**src/rtl/lspg_pkg.sv**
```systemverilog
// Shared types and constants of the LED strip pattern generator.
package lspg_pkg;

	localparam logic [2:0] MODE_FIXED  = 3'd0;
	localparam logic [2:0] MODE_FILL   = 3'd1;
	localparam logic [2:0] MODE_SLICE  = 3'd2;
	localparam logic [2:0] MODE_SNAKES = 3'd3;
	localparam logic [2:0] MODE_WAVE   = 3'd4;

	localparam logic [2:0] REG_MODE        = 3'd0;
	localparam logic [2:0] REG_FIXED_COLOR = 3'd1;
	localparam logic [2:0] REG_HUE         = 3'd2;
	localparam logic [2:0] REG_SATURATION  = 3'd3;
	localparam logic [2:0] REG_BRIGHTNESS  = 3'd4;
	localparam logic [2:0] REG_FIRST_LIT   = 3'd5;
	localparam logic [2:0] REG_LAST_LIT    = 3'd6;
	localparam logic [2:0] REG_STRIP_LEN   = 3'd7;

	localparam int CFG_DW = 24;

	localparam logic [9:0] HUE_LIMIT  = 10'd360;
	localparam logic [8:0] HUE_SECTOR = 9'd60;
	localparam logic [6:0] SAT_MAX    = 7'd100;
	localparam logic [5:0] WAVE_STEP  = 6'd24;
	localparam logic [5:0] WAVE_LEN   = 6'd15;

	localparam logic [5:0] RED_END     = 6'd10;
	localparam logic [5:0] GREEN_START = 6'd15;
	localparam logic [5:0] GREEN_END   = 6'd25;
	localparam logic [5:0] BLUE_START  = 6'd30;
	localparam logic [5:0] BLUE_END    = 6'd40;
	localparam logic [7:0] FULL_LEVEL  = 8'hff;

	// Reciprocals that make the divisions by 100 and 60 exact over the value ranges used.
	localparam logic [12:0] RECIP_100 = 13'd5243;
	localparam int          SHIFT_100 = 19;
	localparam logic [14:0] RECIP_60  = 15'd17477;
	localparam int          SHIFT_60  = 20;

	typedef struct packed {
		logic [2:0]  mode;
		logic [23:0] fixed_color;
		logic [8:0]  hue;
		logic [6:0]  saturation;
		logic [7:0]  brightness;
		logic [5:0]  first_lit;
		logic [5:0]  last_lit;
		logic [6:0]  strip_length;
	} cfg_t;

	typedef struct packed {
		logic        use_hsv;
		logic [8:0]  hue;
		logic [23:0] rgb;
		logic        last;
	} pix_req_t;

	typedef struct packed {
		logic busy;
		logic issue;
		logic last;
	} seq_stat_t;

endpackage

```
**src/rtl/lspg_frame_seq.sv**
```systemverilog
// Frame sequencer: walks the LEDs of one frame and forms one pixel request per cycle while adv is high.
module lspg_frame_seq import lspg_pkg::*; #(
	parameter int LED_MAX = 64
) (
	input  logic        clk,
	input  logic        arst_n,
	input  logic        in_valid,
	output logic        in_ready,
	input  logic [31:0] frame_time,
	input  cfg_t        cfg,
	input  logic        adv,
	output logic        req_valid,
	output pix_req_t    req,
	output seq_stat_t   stat
);

	localparam int LW = $clog2(LED_MAX + 1);
	localparam int IW = (LED_MAX > 1) ? $clog2(LED_MAX) : 1;
	localparam int XW = (IW > 6) ? IW : 6;
	localparam int EW = (LW > 6) ? LW : 6;

	logic          busy_q;
	logic [IW-1:0] idx_q;
	logic [IW-1:0] last_q;
	logic [5:0]    offset_q;
	logic [5:0]    start_q;

	logic          req_valid_s1;
	pix_req_t      req_s1;

	logic [LW-1:0] len_w;
	logic [EW-1:0] len_m1;
	logic [EW-1:0] end_w;
	logic [EW-1:0] last_w;
	logic [5:0]    start_w;
	logic          accept;
	logic          issue;
	logic          is_last;
	logic [5:0]    x;
	logic [9:0]    hue_sum;
	logic [9:0]    hue_sel;
	pix_req_t      req_w;

	always_comb begin
		len_w   = (cfg.strip_length > LED_MAX) ? LW'(LED_MAX) : LW'(cfg.strip_length);
		len_m1  = EW'(len_w) - EW'(1);
		end_w   = (EW'(cfg.last_lit) < len_m1) ? EW'(cfg.last_lit) : len_m1;
		last_w  = (cfg.mode == MODE_SLICE) ? end_w : len_m1;
		start_w = (cfg.first_lit < cfg.last_lit) ? cfg.first_lit : cfg.last_lit;
	end

	assign in_ready = !busy_q;
	assign accept   = in_valid && !busy_q;
	assign issue    = busy_q && adv;
	assign is_last  = (idx_q == last_q);

	always_ff @(posedge clk or negedge arst_n) begin
		if (!arst_n) begin
			busy_q   <= 1'b0;
			idx_q    <= '0;
			last_q   <= '0;
			offset_q <= '0;
			start_q  <= '0;
		end else if (accept) begin
			busy_q   <= (len_w != '0);
			idx_q    <= '0;
			last_q   <= IW'(last_w);
			offset_q <= frame_time[6:1];
			start_q  <= start_w;
		end else if (issue) begin
			if (is_last) begin
				busy_q <= 1'b0;
				idx_q  <= '0;
			end else begin
				idx_q <= idx_q + IW'(1);
			end
		end
	end

	always_comb begin
		x       = 6'(XW'(idx_q) + XW'(offset_q));
		hue_sum = {1'b0, cfg.hue} + 10'(x) * 10'(WAVE_STEP);
		hue_sel = (cfg.mode == MODE_WAVE && x < WAVE_LEN) ? hue_sum : {1'b0, cfg.hue};
		req_w.hue     = (hue_sel >= HUE_LIMIT) ? 9'd0 : hue_sel[8:0];
		req_w.last    = is_last;
		req_w.use_hsv = 1'b0;
		req_w.rgb     = '0;
		case (cfg.mode)
			MODE_FIXED: begin
				req_w.rgb = cfg.fixed_color;
			end
			MODE_FILL, MODE_WAVE: begin
				req_w.use_hsv = 1'b1;
			end
			MODE_SLICE: begin
				req_w.use_hsv = (XW'(idx_q) >= XW'(start_q));
			end
			MODE_SNAKES: begin
				if (x < RED_END) begin
					req_w.rgb[23:16] = FULL_LEVEL;
				end else if (x >= GREEN_START && x < GREEN_END) begin
					req_w.rgb[15:8] = FULL_LEVEL;
				end else if (x >= BLUE_START && x < BLUE_END) begin
					req_w.rgb[7:0] = FULL_LEVEL;
				end
			end
			default: begin
				req_w.rgb = '0;
			end
		endcase
	end

	always_ff @(posedge clk or negedge arst_n) begin
		if (!arst_n) begin
			req_valid_s1 <= 1'b0;
		end else if (adv) begin
			req_valid_s1 <= issue;
		end
	end

	always_ff @(posedge clk) begin
		if (adv) begin
			req_s1 <= req_w;
		end
	end

	assign req_valid  = req_valid_s1;
	assign req        = req_s1;
	assign stat.busy  = busy_q;
	assign stat.issue = issue;
	assign stat.last  = is_last;

endmodule

```
**src/rtl/lspg_hsv_pipe.sv**
```systemverilog
// Five-stage HSV-to-RGB pipeline that ends in the output register.
module lspg_hsv_pipe import lspg_pkg::*; (
	input  logic       clk,
	input  logic       arst_n,
	input  logic       adv,
	input  logic       req_valid,
	input  pix_req_t   req,
	input  cfg_t       cfg,
	output logic       out_valid,
	output logic [7:0] red,
	output logic [7:0] green,
	output logic [7:0] blue,
	output logic       last_pixel
);

	logic        valid_s2, valid_s3, valid_s4, valid_s5, valid_s6;
	logic        use_s2, use_s3, use_s4, use_s5;
	logic [23:0] rgb_s2, rgb_s3, rgb_s4, rgb_s5;
	logic        last_s2, last_s3, last_s4, last_s5, last_s6;
	logic [7:0]  v_s2, v_s3, v_s4, v_s5;
	logic [2:0]  sector_s2, sector_s3, sector_s4, sector_s5;
	logic [5:0]  hmod_s2, hmod_s3;
	logic [14:0] prod_s2;
	logic [7:0]  vmin_s3, vmin_s4, vmin_s5;
	logic [13:0] prod_s4;
	logic [7:0]  a_s5;
	logic [7:0]  red_s6, green_s6, blue_s6;

	logic [6:0]  sat_c;
	logic [2:0]  sector_w;
	logic [8:0]  hbase_w;
	logic [27:0] vmin_prod;
	logic [29:0] a_prod;
	logic [7:0]  diff_w;
	logic [7:0]  vinc, vdec;
	logic [7:0]  r_w, g_w, b_w;

	always_comb begin
		sat_c    = (cfg.saturation > SAT_MAX) ? SAT_MAX : cfg.saturation;
		sector_w = '0;
		for (int k = 1; k < 6; k++) begin
			if (req.hue >= 9'(k) * HUE_SECTOR) begin
				sector_w = 3'(k);
			end
		end
		hbase_w   = 9'(sector_w) * HUE_SECTOR;
		vmin_prod = 28'(prod_s2) * 28'(RECIP_100);
		diff_w    = v_s3 - vmin_s3;
		a_prod    = 30'(prod_s4) * 30'(RECIP_60);
		vinc      = vmin_s5 + a_s5;
		vdec      = v_s5 - a_s5;
		case (sector_s5)
			3'd0: begin r_w = v_s5;    g_w = vinc;    b_w = vmin_s5; end
			3'd1: begin r_w = vdec;    g_w = v_s5;    b_w = vmin_s5; end
			3'd2: begin r_w = vmin_s5; g_w = v_s5;    b_w = vinc;    end
			3'd3: begin r_w = vmin_s5; g_w = vdec;    b_w = v_s5;    end
			3'd4: begin r_w = vinc;    g_w = vmin_s5; b_w = v_s5;    end
			default: begin r_w = v_s5; g_w = vmin_s5; b_w = vdec;    end
		endcase
		if (!use_s5) begin
			r_w = rgb_s5[23:16];
			g_w = rgb_s5[15:8];
			b_w = rgb_s5[7:0];
		end
	end

	always_ff @(posedge clk or negedge arst_n) begin
		if (!arst_n) begin
			valid_s2 <= 1'b0;
			valid_s3 <= 1'b0;
			valid_s4 <= 1'b0;
			valid_s5 <= 1'b0;
			valid_s6 <= 1'b0;
		end else if (adv) begin
			valid_s2 <= req_valid;
			valid_s3 <= valid_s2;
			valid_s4 <= valid_s3;
			valid_s5 <= valid_s4;
			valid_s6 <= valid_s5;
		end
	end

	always_ff @(posedge clk) begin
		if (adv) begin
			use_s2    <= req.use_hsv;
			rgb_s2    <= req.rgb;
			last_s2   <= req.last;
			v_s2      <= cfg.brightness;
			sector_s2 <= sector_w;
			hmod_s2   <= 6'(req.hue - hbase_w);
			prod_s2   <= 15'(SAT_MAX - sat_c) * 15'(cfg.brightness);

			use_s3    <= use_s2;
			rgb_s3    <= rgb_s2;
			last_s3   <= last_s2;
			v_s3      <= v_s2;
			sector_s3 <= sector_s2;
			hmod_s3   <= hmod_s2;
			vmin_s3   <= 8'(vmin_prod >> SHIFT_100);

			use_s4    <= use_s3;
			rgb_s4    <= rgb_s3;
			last_s4   <= last_s3;
			v_s4      <= v_s3;
			sector_s4 <= sector_s3;
			vmin_s4   <= vmin_s3;
			prod_s4   <= 14'(diff_w) * 14'(hmod_s3);

			use_s5    <= use_s4;
			rgb_s5    <= rgb_s4;
			last_s5   <= last_s4;
			v_s5      <= v_s4;
			sector_s5 <= sector_s4;
			vmin_s5   <= vmin_s4;
			a_s5      <= 8'(a_prod >> SHIFT_60);

			last_s6   <= last_s5;
			red_s6    <= r_w;
			green_s6  <= g_w;
			blue_s6   <= b_w;
		end
	end

	assign out_valid  = valid_s6;
	assign red        = red_s6;
	assign green      = green_s6;
	assign blue       = blue_s6;
	assign last_pixel = last_s6;

endmodule

```
**src/rtl/led_strip_pattern_generator_top.sv**
```systemverilog
// Top level of the LED strip pattern generator: configuration registers and pipeline.
//
// Each transaction on the input channel (in_valid, in_ready, frame_time) is one frame
// request. The block answers with one pixel transaction per LED (in slice mode only
// up to last_lit) on the output channel (out_valid, out_ready, red, green, blue), in
// strip order, with last_pixel set on the final pixel. The pattern comes from the
// registers written through cfg_we, cfg_index and cfg_data; the user must write them
// only while no frame is in flight, as the block itself does not enforce this.
// Each issued pixel request passes the request register and the pipeline stages to the
// output register; pixels are delivered one per cycle while out_ready stays high. The
// next request is accepted at the earliest in the cycle after the last pixel is issued.
// A frame with zero length produces no pixels and leaves in_ready high.
// When out_ready is low and out_valid high, all stages and the pixel counter hold, so no
// pixel is lost or repeated. Reset clears the pipeline valid bits and the counter, and
// loads the registers with their defaults: all zero, last_lit 63 and strip_length 64.
module led_strip_pattern_generator_top import lspg_pkg::*; #(
	parameter int LED_MAX = 64
) (
	input  logic              clk,
	input  logic              arst_n,
	input  logic              in_valid,
	output logic              in_ready,
	input  logic [31:0]       frame_time,
	output logic              out_valid,
	input  logic              out_ready,
	output logic [7:0]        red,
	output logic [7:0]        green,
	output logic [7:0]        blue,
	output logic              last_pixel,
	input  logic              cfg_we,
	input  logic [2:0]        cfg_index,
	input  logic [CFG_DW-1:0] cfg_data
);

	cfg_t      cfg_q;
	logic      adv;
	logic      req_valid;
	pix_req_t  req;
	seq_stat_t stat;

	always_ff @(posedge clk or negedge arst_n) begin
		if (!arst_n) begin
			cfg_q.mode         <= MODE_FIXED;
			cfg_q.fixed_color  <= '0;
			cfg_q.hue          <= '0;
			cfg_q.saturation   <= '0;
			cfg_q.brightness   <= '0;
			cfg_q.first_lit    <= '0;
			cfg_q.last_lit     <= 6'd63;
			cfg_q.strip_length <= 7'd64;
		end else if (cfg_we) begin
			case (cfg_index)
				REG_MODE:        cfg_q.mode         <= cfg_data[2:0];
				REG_FIXED_COLOR: cfg_q.fixed_color  <= cfg_data[23:0];
				REG_HUE:         cfg_q.hue          <= cfg_data[8:0];
				REG_SATURATION:  cfg_q.saturation   <= cfg_data[6:0];
				REG_BRIGHTNESS:  cfg_q.brightness   <= cfg_data[7:0];
				REG_FIRST_LIT:   cfg_q.first_lit    <= cfg_data[5:0];
				REG_LAST_LIT:    cfg_q.last_lit     <= cfg_data[5:0];
				REG_STRIP_LEN:   cfg_q.strip_length <= cfg_data[6:0];
				default: begin
				end
			endcase
		end
	end

	assign adv = !out_valid || out_ready;

	lspg_frame_seq #(
		.LED_MAX(LED_MAX)
	) u_seq (
		.clk       (clk),
		.arst_n    (arst_n),
		.in_valid  (in_valid),
		.in_ready  (in_ready),
		.frame_time(frame_time),
		.cfg       (cfg_q),
		.adv       (adv),
		.req_valid (req_valid),
		.req       (req),
		.stat      (stat)
	);

	lspg_hsv_pipe u_pipe (
		.clk       (clk),
		.arst_n    (arst_n),
		.adv       (adv),
		.req_valid (req_valid),
		.req       (req),
		.cfg       (cfg_q),
		.out_valid (out_valid),
		.red       (red),
		.green     (green),
		.blue      (blue),
		.last_pixel(last_pixel)
	);

	a_frame_starts: assert property (@(posedge clk) disable iff (!arst_n)
		in_valid && in_ready && cfg_q.strip_length != '0 |=> !in_ready)
		else $error("accepted frame did not start the pixel counter");

	a_frame_ends: assert property (@(posedge clk) disable iff (!arst_n)
		stat.issue && stat.last |=> !stat.busy && in_ready)
		else $error("pixel counter stayed busy after the last pixel");

	a_issue_moves: assert property (@(posedge clk) disable iff (!arst_n)
		stat.issue |=> req_valid)
		else $error("issued pixel did not reach the first stage");

endmodule
```
**config.mk**
```make
export PLATFORM = sky130hd
export DESIGN_NAME = led_strip_pattern_generator_top
export DESIGN_NICKNAME = d
export VERILOG_FILES = /design/src/rtl/lspg_pkg.sv /design/src/rtl/lspg_frame_seq.sv /design/src/rtl/lspg_hsv_pipe.sv /design/src/rtl/led_strip_pattern_generator_top.sv
export SDC_FILE = /design/constraint.sdc
export NUM_CORES = 1
export LEC_CHECK = 0
export ABC_AREA = 1
export BUFFER_PORTS_ARGS = -buffer_cell sky130_fd_sc_hd__buf_2
export CAP_MARGIN = 20
export CORE_AREA = 4 4 205 247
export CTS_CLUSTER_SIZE = 40
export DETAILED_ROUTE_END_ITERATION = 12
export DIE_AREA = 0 0 209 251
export PLACE_DENSITY = 0.72
export SLEW_MARGIN = 15
export SYNTH_ARGS = -nofsm -noshare
export SYNTH_HDL_FRONTEND = slang
export SYNTH_SLANG_ARGS = --single-unit
```
**constraint.sdc**
```tcl
create_clock -name clk -period 13 [get_ports clk]
set_input_delay 1.3 -clock clk [delete_from_list [all_inputs] [get_ports clk]]
set_output_delay 1.3 -clock clk [all_outputs]
set_load 0.02 [all_outputs]
```
==> results of run 1 <==
-- logic make-up after synthesis --
kind of cell               Yosys count
adders and majority gates          466
DFF                                382
AOI/OAI and AO/OA                  299
buffers and inverters              543
muxes                               15
other                                2
xor gates and xnor gates            74
and+or+nand+nor                    897
-- synth_stat cells, types with 10 or more instances --
master,instances
edfxtp_1,281
xor2_1,51
nor3_1,18
ha_1,294
fa_1,172
mux2_2,15
a21o_1,14
o21ai_0,122
dfrtp_1,94
o22ai_1,14
clkbuf_1,19
nor2_1,182
o211ai_1,10
xnor2_1,23
a21oi_1,100
nand3_1,113
inv_1,515
nand2_1,518
nand4_1,34
-- flip-flops by register name, indices dropped and copies added, names as in the netlist, 14 cells and up --
register	count
u_pipe.rgb_s4	24
cfg_q	70
u_pipe.rgb_s3	24
u_pipe.prod_s2	15
u_pipe.rgb_s5	24
u_pipe.rgb_s2	24
u_seq.req	35
u_pipe.prod_s4	14
-- routing by layer --
metal	up-vias	GRT usage (%)
met5	-	0
met4	0	6.43
met3	101	2.47
met2	314	36.9
met1	8680	26.1
li1	8935	-
-- worst max-delay path: cells and delay by family, from the launching register on --
family,cells,cell delay [ns]
flops,1,0.40
fa+ha+maj,6,2.65
simple gates,16,1.91
xor+xnor,1,0.14
buf+inv,4,0.25
compound gates,1,0.07
-- final timing paths --
check | to | from | slack [ns] | depth (start not counted)
worst max-delay path | u_pipe.prod_s2[13] | cfg_q[27] | 7.32 | 28
worst min-delay path | u_pipe.rgb_s4[8] | u_pipe.rgb_s3[8] | 0.41 | 0
worst max register to register | u_pipe.prod_s2[13] | cfg_q[27] | 7.32 | 28
worst min register to register | u_pipe.rgb_s4[8] | u_pipe.rgb_s3[8] | 0.41 | 0
max in group asynchronous | cfg_q[36] | arst_n | 11.41 | 2
min in group asynchronous | cfg_q[53] | arst_n | 0.59 | 1
-- cell type report --
| cell class | instances | area [um2] |
|---|---|---|
| Fill cell | 4035 | 19100 |
| Sequential cell | 382 | 11000 |
| Tap cell | 630 | 788 |
| Multi-Input combinational cell | 1771 | 13400 |
| Timing Repair Buffer | 68 | 360 |
| Inverter | 520 | 1960 |
| Clock buffer | 57 | 1170 |
| Clock inverter | 17 | 188 |
-- through the flow --
step	setup WS [ns]	instances	area, um2	util [%]
floorplan	5.47	2696	26400	-
global placement	7.47	3371	27500	57.3
detailed placement	7.37	3371	27500	57.3
CTS	7.32	3445	28900	60.1
global route	6.90	3445	28900	60.1
finish	7.32	3445	28900	60.1
==> metrics, run 1 <==
outcome=complete, no violations; largest family of logic cells by synthesized area=adder cells; Max Used Layer=met4; insertion delay to the later sink of the worst-skew pair=0.56 ns; Area Overhead vs Synth=9.43%; CP Class=flip-flop to flip-flop; Clock Skews=0.0297 ns; # clock sinks=382; synthesized instance count=2678; critical path peak fanout=8; DR vias=18000; Total GRT Usage=20.5%; GRT overflow=0; layout cell share with drive strength beyond 1=6.47%; met2 wire len=27500 um; port bufs=64; post-CTS setup repair buffer count=0; IO Pins=91; Adder-Cell Fraction of Synth Area=27.0%; Data required, critical path=13.28 ns; Critical-path top delay cell=fa_1; FF+latch count, synth=382; number of nets in the layout=3313; final wirelength=53400 um; slowest cell delay on critical path=0.56 ns; Post-synth EDFFs=281; commonest non-fill, non-tap cells in the layout=518 x nand2_1, 514 x inv_1, 294 x ha_1, 281 x edfxtp_1, 182 x nor2_1; die area=52500 um2; Hold Fails Final Rpt=0; # hold bufs at CTS=0; commonest non-fill, non-tap cell in the layout=nand2_1; compound-gate portion of the synthesized area=6.35%; pin count of the biggest net entering global routing=108; Hold Worst Slack=0.406 ns; crit share post-route=43.7%; vias in the first global route=18500; Setup crit start kind=flip-flop; Max-slew headroom=33.9%; HPWL after DPL=41800 um; drt initial violations=978; antenna cells=0; drt pass-1 iters=5; CTS H-tree lvls=2; Synth async-reset ratio=26.4%; Setup-failing EPs final=0; worst hold path type=flip-flop to flip-flop; yosys warns=0; sequential element share of the synthesized area=41.6%; Post-DRT Antenna Nets=0; post-synthesis mux area share=0.640%; row count=88; max-cap violation count=0; Yosys top cell area share=32.0%; post-synth top area cell=edfxtp_1; CTS tree=done; f_max=176 MHz; cell at the root of the clock tree=clkbuf_16; initial antenna violation count=0; Worst setup EP type=flip-flop; Die H=251 um; Clock Pin Slew Worst Setup and Hold Paths=0.06 ns; Worst-Margin Slew=0.991 ns; Post-Syn Area=26400 um2; syn_area_per_cell=9.85 um2; CTS Buf Count=40; ranking of synthesized cells by area=edfxtp_1 32%, ha_1 14%, fa_1 13%; Distinct cells, synth=48; DRC=0; first-pass GRT wire length=89500 um; minimum clock period=5.68 ns; Initial Util=54.9%; core box area=48000 um2; post-synthesis simple-gate area fraction=14.1%; Main synth FF type=edfxtp_1; Final GP Congestion=0.923; DRT met1 WL=22600 um; xor and xnor area share after synthesis=2.46%; die width=209 um; Arrival @ worst endpoint=5.97 ns; setup TNS=0 ns; most frequent CP cell=nand2_1; Clock Tree Buf Depth=3; Max Transition Viols Final=0; Vias/cell=5.23; WL/cell=15.5 um; Post-CTS Resized=0; Detail Route met3 WL=1660 um; RSZ-0062 raised after global routing=false
Power of run 1 is not shown: default switching activity piles up to over one toggle a cycle in this logic, so the estimate is an artifact.
==> run 2, diff against run 1 <==
--- a/config.mk
+++ b/config.mk
@@ -5,14 +5,14 @@
 export SDC_FILE = /design/constraint.sdc
 export NUM_CORES = 1
 export LEC_CHECK = 0
-export ABC_AREA = 1
+export ABC_AREA = 0
 export BUFFER_PORTS_ARGS = -buffer_cell sky130_fd_sc_hd__buf_2
 export CAP_MARGIN = 20
-export CORE_AREA = 4 4 205 247
+export CORE_AREA = 4 4 201 242
 export CTS_CLUSTER_SIZE = 40
 export DETAILED_ROUTE_END_ITERATION = 12
-export DIE_AREA = 0 0 209 251
-export PLACE_DENSITY = 0.72
+export DIE_AREA = 0 0 205 246
+export PLACE_DENSITY = 0.74
 export SLEW_MARGIN = 15
 export SYNTH_ARGS = -nofsm -noshare
 export SYNTH_HDL_FRONTEND = slang
==> constraint.sdc (replaced) <==
create_clock -name clk -period 5.2 [get_ports clk]
set_input_delay 0.52 -clock clk [delete_from_list [all_inputs] [get_ports clk]]
set_output_delay 0.52 -clock clk [all_outputs]
set_load 0.02 [all_outputs]
==> run 2 against run 1 <==
Synthesized area decreased by 4.2%. Cell count decreased by 15%. First-iteration DRC count decreased by 33%. Routed wire length decreased by 13%. Worst setup slack got worse by 7.3 ns.
==> metrics, run 2 <==
outcome=complete, no violations (unchanged); Data required, critical path=5.47 ns (was 13.28 ns); WL/cell=15.9 um (was 15.5 um); final worst slack=0.00629 ns (was 7.32 ns); Main synth FF type=edfxtp_1 (unchanged); CP Class=flip-flop to flip-flop (unchanged); fin cells=2916 (was 3445); Yosys top cell area share=33.4% (was 32.0%); Total GRT Usage=18.9% (was 20.5%); most frequent CP cell=buf_4 (was nand2_1); drt initial violations=651 (was 978); Post-synth EDFFs=281 (unchanged); Hold Fails Final Rpt=0 (unchanged); worst slack at placement=-0.156 ns (was 7.37 ns); CTS Buf Count=39 (was 40); HPWL after DPL=35100 um (was 41800 um); insertion delay to the later sink of the worst-skew pair=0.53 ns (was 0.56 ns); Worst Hold Depth=3 (was 0); drt pass-1 iters=5 (unchanged); vias in the first global route=16300 (was 18500); placed cell count=2813 (was 3371); slowest cell delay on critical path=0.54 ns (was 0.56 ns); number of nets in the layout=2801 (was 3313); Area Overhead vs Synth=13.4% (was 9.43%); Clock Tree Buf Depth=3 (unchanged); # clock sinks=382 (unchanged); DRC=0 (unchanged); CTS tree=done (unchanged); Critical-path top delay cell=fa_1 (unchanged); crit path from=cfg_q[28] (was cfg_q[27]); critical path peak fanout=4 (was 8); CTS H-tree lvls=2 (unchanged); ranking of synthesized cells by area=edfxtp_1 33%, ha_1 15%, fa_1 14% (was edfxtp_1 32%, ha_1 14%, fa_1 13%); family with the most delay on the worst path=adder cells (unchanged); Final GP Congestion=0.889 (was 0.923); Die H=246 um (was 251 um); number of fillers in the final layout=3471 (was 4035); GRT overflow=0 (unchanged); die width=205 um (was 209 um); max-cap violation count=0 (unchanged); initial antenna violation count=0 (unchanged); pin count of the biggest net entering global routing=159 (was 108); Synth async-reset ratio=26.4% (unchanged); Worst setup EP type=flip-flop (unchanged); Max-slew headroom=26.1% (was 33.9%); commonest non-fill, non-tap cells in the layout=314 x inv_1, 284 x ha_1, 281 x edfxtp_1, 170 x fa_1, 138 x nand2_1 (was 518 x nand2_1, 514 x inv_1, 294 x ha_1, 281 x edfxtp_1, 182 x nor2_1); Vias/cell=5.31 (was 5.23); layout cell share with drive strength beyond 1=16.3% (was 6.47%); minimum clock period=5.19 ns (was 5.68 ns); Placed Area=26800 um2 (was 27500 um2); final wirelength=46400 um (was 53400 um); Worst-Margin Slew=1.11 ns (was 0.991 ns); yosys warns=0 (unchanged); Clock Skews=0.0133 ns (was 0.0297 ns); Top reg by flops=cfg_q (unchanged); Initial Util=55.0% (was 54.9%); commonest non-fill, non-tap cell in the layout=inv_1 (was nand2_1); die area=50400 um2 (was 52500 um2); antenna cells=0 (unchanged); IO Pins=91 (unchanged); Distinct cells, synth=70 (was 48); max FFs per register=70 (unchanged); cell at the root of the clock tree=clkbuf_16 (unchanged); Setup-failing EPs final=0 (unchanged); R2R Path Start=cfg_q[28] (was cfg_q[27]); worst hold path type=input port to flip-flop (was flip-flop to flip-flop); HP Start=frame_time[6] (was u_pipe.rgb_s3[8]); final non-filler cell area=28600 um2 (was 28900 um2); syn_area_per_cell=12.1 um2 (was 9.85 um2); RSZ-0062 raised after global routing=true (was false); row count=86 (was 88); Max Transition Viols Final=0 (unchanged); synthesized instance count=2095 (was 2678); first-pass GRT wire length=78700 um (was 89500 um); core box area=45900 um2 (was 48000 um2); Post-Syn Area=25300 um2 (was 26400 um2); Buf/Inv on CP=8 (was 4); DR vias=15500 (was 18000); post-synth top area cell=edfxtp_1 (unchanged); Clock Pin Slew Worst Setup and Hold Paths=0.07 ns (was 0.06 ns); Crit path depth=26 (was 28); Setup crit start kind=flip-flop (unchanged); R2R cell count=26 (was 28); crit share post-route=99.9% (was 43.7%); Post-DRT Antenna Nets=0 (unchanged); FF+latch count, synth=382 (unchanged); Post-synth top cells=322 x inv_1, 294 x ha_1, 281 x edfxtp_1, 172 x fa_1, 139 x nand2_1 (was 518 x nand2_1, 515 x inv_1, 294 x ha_1, 281 x edfxtp_1, 182 x nor2_1); port bufs=64 (unchanged); Arrival @ worst endpoint=5.46 ns (was 5.97 ns); f_max=193 MHz (was 176 MHz); most frequent cell after synthesis=inv_1 (was nand2_1); sequential element share of the synthesized area=43.4% (was 41.6%)
[run 2: cell families after synthesis]
group	synth area share (%)
XOR/XNOR	3.39
buffers and inverters	5.35
other	0.0297
AO/OA/AOI/OAI	7.59
adder cells (fa/ha/maj)	28.2
flip-flops	43.4
AND/OR/NAND/NOR	7.34
multiplexers	4.63
[run 2: path summary, 6_finish.rpt]
| path | slack, ns | end |
|---|---|---|
| setup / recovery | 0.006 | u_pipe.prod_s2[13] |
| hold / removal | 0.18 | u_seq.offset_q[5] |
| setup reg to reg | 0.006 | u_pipe.prod_s2[13] |
| hold reg to reg | 0.41 | u_pipe.rgb_s5[18] |
| max in group asynchronous | 3.56 | cfg_q[36] |
| min in group asynchronous | 0.50 | u_seq.start_q[1] |
[run 2: what timing repair did]
action                                 CTS  global route
pin swaps                               22            33
resized for setup                       12            36
cloned                                   0             0
setup endpoints to repair                6            13
hold buffers                             1             0
setup buffers                            7            24
endpoints found under the hold margin   41             0
[run 2: worst min-delay path, stage by stage]
cell and delay, ns:
buf_2 0.07, nand2_1 0.04, nand2_1 0.05
[run 2: metal layers]
layer | global-route usage, % | share of wire (%) | vias to the layer above
met4 | 5.60 | 2.6 | 0
met2 | 33.6 | 52 | 306
li1 | - | - | 7496
met1 | 24.4 | 42 | 7605
met3 | 2.24 | 3.7 | 83
met5 | 0 | 0 | -
[run 2: layout make-up]
cell class / instances / area (um2) / area share (%)
multi-input cells: 1372 / 13300 / 46.5
flip-flops and latches: 382 / 11000 / 38.3
inverters: 324 / 1220 / 4.25
clock buffers: 50 / 1090 / 3.81
repair buffers: 152 / 1010 / 3.54
well taps: 616 / 771 / 2.69
clock inverters: 20 / 256 / 0.895
[run 2: per-stage QoR]
stage / hold slack, ns / utilization (%) / TNS [ns]
finish: 0.183 / 62.3 / 0
global route: 0.171 / 62.3 / -0.783
CTS: 0.156 / 61.5 / -0.0938
detailed placement: 0.405 / 58.3 / -0.497
global placement: 0.400 / 58.3 / -0.0948
floorplan: 0.224 / - / -0.0851
Power of run 2 is left out for the same reason.
==> run 3, diff against run 2 <==
--- a/config.mk
+++ b/config.mk
@@ -9,6 +9,7 @@
 export BUFFER_PORTS_ARGS = -buffer_cell sky130_fd_sc_hd__buf_2
 export CAP_MARGIN = 20
 export CORE_AREA = 4 4 201 242
+export CTS_BUF_LIST = sky130_fd_sc_hd__clkbuf_8
 export CTS_CLUSTER_SIZE = 40
 export DETAILED_ROUTE_END_ITERATION = 12
 export DIE_AREA = 0 0 205 246
==> run 3 against run 2 <==
Register-to-register slack barely moved. Die area did not move. Non-clock buffer count is 7 higher. Via count grew 0.88%. Worst setup slack worse by 0.0058 ns. Utilization is 0.076 points higher. Critical path depth did not move. Critical path type unchanged. Largest cell class unchanged.
==> metrics, run 3 (synthesized netlist as in run 2, its figures left out) <==
outcome=complete, no violations (unchanged); slowest cell delay on critical path=0.54 ns (about the same); # clock sinks=382 (unchanged); Top reg by flops=cfg_q (unchanged); Critical-path top delay cell=fa_1 (unchanged); CTS Buf Count=60 (was 39); Max Transition Viols Final=0 (unchanged); Clock Tree Buf Depth=3 (unchanged); DR vias=15600 (was 15500); drt initial violations=645 (was 651); row count=86 (unchanged); max FFs per register=70 (unchanged); GRT overflow=0 (unchanged); Clock Pin Slew Worst Setup and Hold Paths=0.06 ns (was 0.07 ns); first-pass GRT wire length=78700 um (about the same); worst hold path type=input port to flip-flop (unchanged); R2R Path Start=cfg_q[28] (unchanged); die width=205 um (unchanged); Data required, critical path=5.58 ns (was 5.47 ns); Setup-failing EPs final=0 (unchanged); worst reg2reg path endpoint=u_pipe.prod_s2[13] (unchanged); crit path from=cfg_q[28] (unchanged); antenna cells=0 (unchanged); GR Layer Usage met2=33.4% (was 33.6%); number of fillers in the final layout=3473 (was 3471); max-cap violation count=0 (unchanged); Post-DRT Antenna Nets=0 (unchanged); CP Class=flip-flop to flip-flop (unchanged); RSZ-0062 raised after global routing=true (unchanged); commonest non-fill, non-tap cell in the layout=inv_1 (unchanged); Vias/cell=5.27 (was 5.31); Total GRT Usage=19.0% (was 18.9%); Arrival @ worst endpoint=5.58 ns (was 5.46 ns); Worst setup EP type=flip-flop (unchanged); core box area=45900 um2 (unchanged); Max-slew headroom=28.0% (was 26.1%); port bufs=64 (unchanged); cell at the root of the clock tree=clkbuf_8 (was clkbuf_16); initial antenna violation count=0 (unchanged); Setup crit start kind=flip-flop (unchanged); pin count of the biggest net entering global routing=159 (unchanged); f_max=192 MHz (was 193 MHz); Die H=246 um (unchanged); insertion delay to the later sink of the worst-skew pair=0.64 ns (was 0.53 ns); GR Util met3=2.91% (was 2.24%); Buf/Inv on CP=7 (was 8); die area=50400 um2 (unchanged); number of nets in the layout=2829 (was 2801); Clock Skews=0.0128 ns (was 0.0133 ns); R2R cell count=26 (unchanged); Hold Fails Final Rpt=0 (unchanged); Worst-Margin Slew=1.08 ns (was 1.11 ns); Initial Util=55.0% (unchanged); family with the most delay on the worst path=adder cells (unchanged); WL/cell=15.8 um (was 15.9 um); Crit path depth=26 (unchanged); final worst slack=0.000445 ns (was 0.00629 ns); minimum clock period=5.20 ns (was 5.19 ns); GR Util met1=24.2% (was 24.4%); CTS tree=done (unchanged); IO Pins=91 (unchanged); layout cell share with drive strength beyond 1=17.6% (was 16.3%); FF/Latch Area=11000 um2 (unchanged); worst slack at placement=-0.156 ns (unchanged); HP Start=frame_time[5] (was frame_time[6]); drt pass-1 iters=5 (unchanged); final wirelength=46800 um (was 46400 um); critical path peak fanout=5 (was 4); DRC=0 (unchanged); Final GP Congestion=0.889 (unchanged); vias in the first global route=16500 (was 16300); FF-to-FF setup slack=0.0004 ns (was 0.006 ns); commonest non-fill, non-tap cells in the layout=335 x inv_1, 281 x edfxtp_1, 279 x ha_1, 167 x fa_1, 137 x nand2_1 (was 314 x inv_1, 284 x ha_1, 281 x edfxtp_1, 170 x fa_1, 138 x nand2_1); CTS H-tree lvls=2 (unchanged); crit share post-route=100% (was 99.9%); Area Overhead vs Synth=13.5% (was 13.4%); HPWL after DPL=35100 um (unchanged); gr busiest metal=met2 (unchanged); multi-input logic area=13400 um2 (was 13300 um2); setup TNS=0 ns (unchanged); Worst setup endpoint=u_pipe.prod_s2[13] (unchanged)
-- run 3: changes by cell type in the layout (fill, tap and decap cells not counted), sizes merged --
cell / before / now
clkinvlp: 3 / 4
bufinv: 5 / 4
clkbuf: 50 / 64
inv: 326 / 344
buf: 151 / 158
clkinv: 10 / 20
-- run 3: metrics by stage --
step	std cells	hold WS, ns	utilization, %	area, um2
after global routing	2965	0.0359	62.4	28700
after detailed placement	2813	0.405	58.3	26800
after CTS	2937	0.0110	61.3	28200
after floorplan	2113	0.224	-	25400
final	2965	0.0792	62.4	28700
after global placement	2812	0.400	58.3	26800
-- run 3: metal layers --
metal | vias to the layer above | routed length (um)
met5 | - | 0
met4 | 0 | 1410
met3 | 103 | 1640
met2 | 306 | 24300
met1 | 7650 | 19500
li1 | 7568 | -
-- run 3: cell type report --
| class | instances | area share, % |
|---|---|---|
| multi-input cells | 1372 | 46.8 |
| flip-flops and latches | 382 | 38.3 |
| inverters | 324 | 4.24 |
| repair buffers | 159 | 3.73 |
| clock buffers | 64 | 3.07 |
| well taps | 616 | 2.69 |
| clock inverters | 48 | 1.17 |
-- run 3: worst reg2reg max path, cell delays in order (launching register included) --
cell and delay (ns):
dfrtp_1 0.39, o21ai_2 0.17, nand2_2 0.09, nand3_4 0.07, and2_4 0.14, inv_2 0.04, ha_4 0.16, buf_4 0.14
xnor2_2 0.13, buf_4 0.15, nand2_1 0.09, fa_2 0.41, fa_1 0.54, inv_1 0.05, ha_1 0.27, inv_1 0.05
fa_1 0.53, inv_1 0.08, ha_4 0.28, nor2b_4 0.15, o21ai_4 0.08, a21boi_4 0.16, o21ai_1 0.07, nand2b_1 0.11
a31oi_2 0.11, buf_4 0.16, a311o_1 0.31
-- run 3: timing repair --
| action | 4_1_cts | 5_1_grt |
|---|---|---|
| setup buffers | 11 | 27 |
| pin swaps | 24 | 47 |
| hold endpoints to repair | 41 | 0 |
| endpoints found under the setup margin | 6 | 11 |
| hold buffers | 1 | 0 |
| gates resized for setup | 13 | 49 |
-- run 3: worst min path at each step --
stage / depth (start not counted) / slack, ns / to
floorplan: 0 / 0.22 / cfg_q[0]
global placement: 0 / 0.40 / u_pipe.rgb_s5[11]
detailed placement: 0 / 0.40 / u_pipe.rgb_s2[1]
CTS: 3 / 0.01 / u_seq.offset_q[5]
global route: 3 / 0.04 / u_seq.offset_q[5]
finish: 3 / 0.08 / u_seq.offset_q[4]
Power of run 3 is left out for the same reason.
